## config.mk

```make
export PLATFORM = sky130hd
export DESIGN_NAME = lgge_gen_row
export DESIGN_NICKNAME = d
export VERILOG_FILES = /design/src/rtl/lgge_pkg.sv /design/src/rtl/lgge_gen_row.sv
export SDC_FILE = /design/constraint.sdc
export NUM_CORES = 1
export LEC_CHECK = 0
export ABC_AREA = 0
export BUFFER_PORTS_ARGS = -buffer_cell sky130_fd_sc_hd__buf_2
export CAP_MARGIN = 30
export CORE_MARGIN = 2
export CORE_UTILIZATION = 40
export DETAILED_ROUTE_END_ITERATION = 7
export SLEW_MARGIN = 20
export SYNTH_ARGS = -nofsm -noshare
export SYNTH_HDL_FRONTEND = slang
export SYNTH_SLANG_ARGS = --single-unit
```

## constraint.sdc

```tcl
create_clock -name vclk -period 8.2
set_clock_uncertainty 0.2 [all_clocks]
set_input_delay 1.23 -clock vclk [all_inputs]
set_output_delay 1.23 -clock vclk [all_outputs]
set_load 0.02 [all_outputs]
```

## src/rtl/lgge_pkg.sv

```systemverilog
`timescale 1ns / 1ps
// Shared types and constants for the life grid generation engine.
// No dependencies; imported by lgge_gen_row and by the top level.
package lgge_pkg;

  // Operation carried by an input word.
  typedef enum logic [1:0] {
    KIND_SET  = 2'd0,
    KIND_CLR  = 2'd1,
    KIND_GEN  = 2'd2,
    KIND_READ = 2'd3
  } kind_t;

  // Sequencer states of the top level.
  typedef enum logic [1:0] {
    S_IDLE,
    S_RMW,
    S_GEN,
    S_OUT
  } state_t;

  // Rule B3/S23: neighbour counts for birth and for survival.
  localparam logic [3:0] BIRTH_COUNT   = 4'd3;
  localparam logic [3:0] SURVIVE_COUNT = 4'd2;

endpackage

```

## src/rtl/lgge_gen_row.sv

```systemverilog
`timescale 1ns / 1ps
// Next-generation logic for one row from a three-row window (B3/S23).
// Depends on lgge_pkg for the rule constants.
module lgge_gen_row
  import lgge_pkg::*;
#(
  parameter int WIDTH = 64
) (
  input  logic [WIDTH-1:0] above,
  input  logic [WIDTH-1:0] centre,
  input  logic [WIDTH-1:0] below,
  output logic [WIDTH-1:0] next_row
);

  logic [WIDTH+1:0] a_x;
  logic [WIDTH+1:0] c_x;
  logic [WIDTH+1:0] b_x;

  // Pad a dead cell on both ends so the edges see no wrap.
  assign a_x = {1'b0, above, 1'b0};
  assign c_x = {1'b0, centre, 1'b0};
  assign b_x = {1'b0, below, 1'b0};

  always_comb begin
    logic [3:0] cnt;
    cnt = '0;
    for (int c = 0; c < WIDTH; c++) begin
      cnt = {3'b0, a_x[c]} + {3'b0, a_x[c+1]} + {3'b0, a_x[c+2]}
          + {3'b0, c_x[c]} + {3'b0, c_x[c+2]}
          + {3'b0, b_x[c]} + {3'b0, b_x[c+1]} + {3'b0, b_x[c+2]};
      next_row[c] = (cnt == BIRTH_COUNT) || ((cnt == SURVIVE_COUNT) && c_x[c+1]);
    end
  end

endmodule

```

### After elaboration in Yosys (flattened, before gate mapping)

Cells that the tools add are included.

* output and inout port bits: 64
* register bits: 0

* eq/ne operators: 128
* add/subtract/negate cells: 441
* reductions and logical operators: 128

Operators with widths (number)
* 4-bit by 1-bit adder with 4-bit output: 252
* 4-bit by 2-bit == test with 1-bit output (second input constant): 128
* 3-bit by 1-bit adder with 4-bit output: 63
* 2-bit by 1-bit adder with 3-bit output: 63
* 1-bit by 1-bit adder with 2-bit output: 63
* 1-bit logical AND: 64
* 1-bit logical OR: 64

### Longest topological paths before layout

Gate-level depths: netlist (run 1).

* depth after elaboration: 10
* depth in mapped cells: 9
* mapped depth without buffers: 9

### Worst setup path before layout (run 1)

Ideal clock, no wire load.

* path type: in2out
* from: in above[30]
* to: out next_row[31]
* setup slack: 2.852 ns
* path buffers: 0
* arrival: 3.918 ns
* cell stages on the path: 9
* path through: inv_1 -> fa_1 -> fa_1 -> fa_1 -> inv_1 -> ha_1 -> fa_1 -> or2_0 -> a21oi_1

* word-level cells in the longest chain between the ends: 10
* elaborated cells on any way between the ends: 11
* those cells by class: 7 x add/sub; 2 x eq/ne; 2 x reduce/logical

Ends and longest elaborated chain
* start, declared: RTL line lgge_gen_row.sv:9 `input logic [WIDTH-1:0] above,`
* 1-bit by 1-bit adder with 2-bit output *: RTL line lgge_gen_row.sv:28 `cnt = {3'b0, a_x[c]} + {3'b0, a_x[c+1]} + {3'b0, a_x[c+2]}`
* 2-bit by 1-bit adder with 3-bit output *: RTL line lgge_gen_row.sv:28
* 3-bit by 1-bit adder with 4-bit output *: RTL line lgge_gen_row.sv:29 `+ {3'b0, c_x[c]} + {3'b0, c_x[c+2]}`
* 4-bit by 1-bit adder with 4-bit output *: RTL line lgge_gen_row.sv:29
* 4-bit by 1-bit adder with 4-bit output * (3 in a row): RTL line lgge_gen_row.sv:30 `+ {3'b0, b_x[c]} + {3'b0, b_x[c+1]} + {3'b0, b_x[c+2]};`
* 4-bit by 2-bit == test with 1-bit output: RTL line lgge_gen_row.sv:31 `next_row[c] = (cnt == BIRTH_COUNT) || ((cnt == SURVIVE_COUNT) && c_x[c+1]);`
* 1-bit logical AND: RTL line lgge_gen_row.sv:31
* 1-bit logical OR *: RTL line lgge_gen_row.sv:31
* end, declared: RTL line lgge_gen_row.sv:12 `output logic [WIDTH-1:0] next_row`

Every way passes the cells marked *; elsewhere a longest branch is shown, timed or not.

### Final worst setup path (run 1)

* from: in above[6]
* to: out next_row[7]

Same word-level chain as after synthesis.

==> impl_metrics.env, run 1 <==
export IMPL_yosys_warnings=0
export IMPL_drv_slew=0
export IMPL_rsz0062_at_grt="no"
export IMPL_crit_path_start_kind="input port"
export IMPL_synth_area_leaders="fa_1, ha_1, inv_1"
export IMPL_setup_tns_ns=0
export IMPL_post_cts_buffers=0
export IMPL_min_period_ns=5.56
export IMPL_endpoint_kind="output pin"
export IMPL_seq_area_um2=0
export IMPL_fp_dieArea_mm2=0.0281
export IMPL_track_usage=0.164
export IMPL_syn_avg_cell_area_um2=8.95
export IMPL_ctsHoldBuffers=0
export IMPL_outcome="finished clean"
export IMPL_die_y_um=168
export IMPL_die_x_um=168
export IMPL_drc=0
export IMPL_powerDensity_mw_per_mm2=129
export IMPL_grt_max_degree=4
export IMPL_crit_slowest_cell="fa_1"
export IMPL_synth_top_area_frac=0.471
export IMPL_io_buffers=256
export IMPL_viasPerCell=4.47
export IMPL_ant_nets=0
export IMPL_hold_viol_final=0
export IMPL_gp_congestion=0.879
export IMPL_layout_drive_gt1_share=0.176
export IMPL_final_nets=2087
export IMPL_maxUsedRoutingLayer="met5"
export IMPL_pin_count=256
export IMPL_dr_wl_met3_um=1340
export IMPL_hpwl_um=21600
export IMPL_initial_core_util=0.409
export IMPL_timing_worst_slew_pin_value_ns=0.222
export IMPL_critPathArrivalTime_ns=4.13
export IMPL_yosys_cell_types_count=14
export IMPL_cp_cell_sequence="buf_2 -> inv_1 -> fa_1 -> fa_1 -> fa_1 -> inv_1 -> ha_1 -> fa_1 -> or2_1 -> a21oi_1 -> buf_2"
export IMPL_synth_seq_area_share=0
export IMPL_clockBufferCount=0
export IMPL_fin_crit_sh=0.678
export IMPL_hold_worst_slack_ns=2.66
export IMPL_critical_path_class="input port to output pin"
export IMPL_yosysTopAreaCell="fa_1"
export IMPL_dr_wl_met2_um=10800
export IMPL_syn_num_nets=1829
export IMPL_setup_viol_count_final=0
export IMPL_p_leak_nw=7.23
export IMPL_drt_first_pass_iters=4
export IMPL_placementRows=59
export IMPL_wl_um=21900
export IMPL_grt_pass1_vias=8902
export IMPL_maxCapViolCount=0
export IMPL_cts_repair_resized=0
export IMPL_synth_area_mm2=0.0107
export IMPL_first_iter_violations=182
export IMPL_coreArea_mm2=0.0262
export IMPL_met1_length_um=9600
export IMPL_vias=8022
export IMPL_hold_class="input port to output pin"
export IMPL_cp_common_cell="fa_1"
export IMPL_max_freq_mhz=180
export IMPL_critPathMaxFanout=2
export IMPL_grt_overflow=0
export IMPL_area_growth_pct=16.0
export IMPL_relSlewSlack=0.852
export IMPL_grt_pass1_wl_um=39300
export IMPL_seq_cells=0
export IMPL_critPathRequiredTime_ns=6.77
export IMPL_antenna_found_initial=7
export IMPL_slowest_delay_ns=0.56
export IMPL_synth_cells=1197
export IMPL_wl_per_cell_um=12.2
export IMPL_ir_drop_mv=0.0652
[worst max-delay path, delay by kind of cell]
| family | cells | cell delay (ns) |
|---|---|---|
| compound gates | 1 | 0.18 |
| simple gates | 1 | 0.22 |
| fa+ha+maj | 5 | 2.07 |
| buf+inv | 4 | 0.42 |
[per-layer routing]
metal | GRT usage | vias to the layer above
met3 | 0.0298 | 10
met5 | 0 | -
met1 | 0.212 | 3740
li1 | - | 4116
met4 | 0.0174 | 2
met2 | 0.297 | 154
[kinds of logic (layout without fill, tap and decap cells)]
kind of cell,after synthesis,in the layout,share of synthesized area
adders and majority gates,440,440,0.691
other,0,6,0
buffers and inverters,442,698,0.155
AOI/OAI and AO/OA,184,184,0.0861
and+or+nand+nor,131,131,0.0683
[final timing paths]
check,start,to,slack [ns],cells past startpoint
setup / recovery,above[6],next_row[7],2.64,11
hold / removal,centre[0],next_row[0],2.66,4
[through the flow]
step / instances / cell area, um^2 / utilization / power (W) / setup slack, ns
floorplan: 1197 / 10700 / - / 0.00117 / 2.85
global placement: 1788 / 12400 / 0.474 / 0.00157 / 2.67
detailed placement: 1788 / 12400 / 0.474 / 0.00162 / 2.63
CTS: 1788 / 12400 / 0.474 / 0.00163 / 2.63
global route: 1793 / 12400 / 0.474 / 0.00190 / 2.51
finish: 1794 / 12400 / 0.474 / 0.00160 / 2.64
[cell usage in the layout, fill, tap and decap left out]
master   netlist  layout
a31oi_1        1       1
nand2_1        1       1
nand3_1       61      61
or2_0         17      17
diode_2        0       6
or2_1         44      44
inv_1        442     442
fa_1         252     252
a21oi_1      122     122
ha_1         188     188
nor3b_1        2       2
nor2_1         4       4
buf_2          0     256
nor2b_1        1       1
nor3_1         1       1
o21ai_0       61      61
[Yosys cell counts, drive strengths merged]
cell,instances
nor2b,1
a21oi,122
ha,188
fa,252
nor3,1
nand2,1
nand3,61
or2,61
o21ai,61
inv,442
a31oi,1
nor2,4
nor3b,2
[final cells by class]
type | instances | area, um^2
Antenna cell | 6 | 15.0
Fill cell | 2617 | 13800
Tap cell | 335 | 419
Inverter | 442 | 1660
Multi-Input combinational cell | 755 | 9050
Timing Repair Buffer | 256 | 1280
[where the power goes]
group / switching [W] / internal (W) / total (W)
Clock: 0 / 0.0000000000981 / 0.0000000000981
Combinational: 0.000926 / 0.000671 / 0.00160
Sequential: 0 / 0 / 0
Total: 0.000926 / 0.000671 / 0.00160
Power figures use the tool's default switching activity.
==> run 2: changes to the inputs <==
==> constraint.sdc (replaced) <==
create_clock -name vclk -period 5.1
set_clock_uncertainty 0.2 [all_clocks]
set_input_delay 0.765 -clock vclk [all_inputs]
set_output_delay 0.765 -clock vclk [all_outputs]
set_load 0.02 [all_outputs]
==> run 2 against run 1 <==
Net effect: clock-buffer cell count unchanged; critical endpoint is now next_row[54]; global-route usage is 0.16 points lower; first-iteration DRC count shrank 0.55%; non-clock buffer count unchanged; worst setup slack got worse by 2.2 ns; flip-flop and latch count unchanged; highest routed layer unchanged; design area barely moved; critical path depth unchanged; cell count is essentially flat.
==> impl_metrics.env, run 2 (synthesis results as in run 1) <==
export IMPL_hpwl_um=21400
export IMPL_placementRows=59
export IMPL_hold_viol_final=0
export IMPL_final_cell_mix="inv_1, buf_2, fa_1"
export IMPL_holdCritStartpoint="centre[0]"
export IMPL_rsz0062_at_grt="no"
export IMPL_grt_overflow=0
export IMPL_power_switching_w=0.00149
export IMPL_die_x_um=168
export IMPL_wl_per_cell_um=12.1
export IMPL_fp_dieArea_mm2=0.0281
export IMPL_pwr_share_seq=0
export IMPL_coreArea_mm2=0.0262
export IMPL_post_cts_buffers=0
export IMPL_relSlewSlack=0.840
export IMPL_ir_drop_mv=0.111
export IMPL_grt_pass1_wl_um=38800
export IMPL_setup_tns_ns=0
export IMPL_layout_drive_gt1_share=0.176
export IMPL_track_usage=0.163
export IMPL_crit_slowest_cell="fa_1"
export IMPL_vias=8057
export IMPL_p_leak_nw=7.23
export IMPL_wl_um=21700
export IMPL_setup_viol_count_final=0
export IMPL_hold_depth=4
export IMPL_drc=0
export IMPL_combinationalPowerShare=1.000
export IMPL_maxCapViolCount=0
export IMPL_area_growth_pct=16.0
export IMPL_fin_crit_sh=0.908
export IMPL_critPathMaxFanout=2
export IMPL_final_nets=2087
export IMPL_hold_path_end="next_row[0]"
export IMPL_pin_count=256
export IMPL_path_delay_family="adder cells"
export IMPL_initial_core_util=0.409
export IMPL_die_y_um=168
export IMPL_critPathRequiredTime_ns=4.14
export IMPL_hold_class="input port to output pin"
export IMPL_grt_pass1_vias=8701
export IMPL_dpl_cell_count=1788
export IMPL_worst_path_buf_inv=4
export IMPL_outcome="finished clean"
export IMPL_critPathArrivalTime_ns=3.67
export IMPL_cts_repair_resized=0
export IMPL_clockBufferCount=0
export IMPL_crit_start="above[53]"
export IMPL_p_int_w=0.00107
export IMPL_powerDensity_mw_per_mm2=206
export IMPL_max_freq_mhz=216
export IMPL_critical_path_class="input port to output pin"
export IMPL_drv_slew=0
export IMPL_min_period_ns=4.63
export IMPL_crit_path_start_kind="input port"
export IMPL_final_common_cell="inv_1"
export IMPL_endpoint_kind="output pin"
export IMPL_first_iter_violations=181
export IMPL_pwr_share_clk=0
export IMPL_slowest_delay_ns=0.57
export IMPL_seq_cells=0
export IMPL_timing_worst_slew_pin_value_ns=0.240
export IMPL_ctsHoldBuffers=0
export IMPL_viasPerCell=4.49
export IMPL_antenna_found_initial=7
export IMPL_drt_first_pass_iters=4
export IMPL_gp_congestion=0.877
export IMPL_ant_nets=0
export IMPL_seq_area_um2=0
export IMPL_finalNonFillerCells=1795
export IMPL_cp_common_cell="fa_1"
export IMPL_io_buffers=256
export IMPL_grt_max_degree=4
export IMPL_swShare=0.581
export IMPL_cp_cell_sequence="buf_2 -> inv_1 -> fa_1 -> fa_1 -> fa_1 -> inv_1 -> ha_1 -> fa_1 -> or2_1 -> a21oi_1 -> buf_2"
[run 2: changes by cell type in the layout (fill, tap and decap cells not counted), sizes merged]
| cell | before | now |
|---|---|---|
| diode | 6 | 7 |
[run 2: worst max path at each step]
stage                    to  slack, ns  cells after the start
4_1_cts        next_row[50]       0.46                     11
2_1_floorplan  next_row[31]       0.68                      9
3_3_place_gp   next_row[42]       0.51                     11
6_report       next_row[54]       0.47                     11
5_1_grt        next_row[54]       0.31                     11
3_5_place_dp   next_row[51]       0.47                     11
[run 2: power by group through the flow]
| stage | Sequential (W) | Combinational (W) | Clock (W) |
|---|---|---|---|
| 6_report | 0 | 0.00256 | 0.000000000184 |
| 5_1_grt | 0 | 0.00306 | 0.000000000131 |
| 4_1_cts | 0 | 0.00262 | 0 |
| 3_5_place_dp | 0 | 0.00259 | 0 |
| 3_3_place_gp | 0 | 0.00253 | 0 |
| 2_1_floorplan | 0 | 0.00188 | 0 |
[run 2: metal layers]
layer / part of all wire / track usage
met1: 0.44 / 0.215
met3: 0.059 / 0.0258
met5: 0.00060 / 0
met2: 0.49 / 0.292
met4: 0.0087 / 0.0170
[run 2: cell type report]
type | instances | area, um^2
Antenna cell | 7 | 17.5
Fill cell | 2617 | 13800
Inverter | 442 | 1660
Multi-Input combinational cell | 755 | 9050
Tap cell | 335 | 419
Timing Repair Buffer | 256 | 1280
[run 2: tightest hold or removal path: stages]
cell and delay (ns):
buf_2 0.11, nor2_1 0.08, nor3b_1 0.05, buf_2 0.15
[run 2: through the flow]
stage	hold slack, ns	power [W]	setup slack (ns)	utilization	cell area (um^2)
final	1.72	0.00256	0.468	0.474	12400
after global routing	1.75	0.00306	0.305	0.474	12400
after CTS	1.73	0.00262	0.463	0.474	12400
after detailed placement	1.72	0.00259	0.470	0.474	12400
after global placement	1.73	0.00253	0.505	0.474	12400
after floorplan	1.50	0.00188	0.682	-	10700
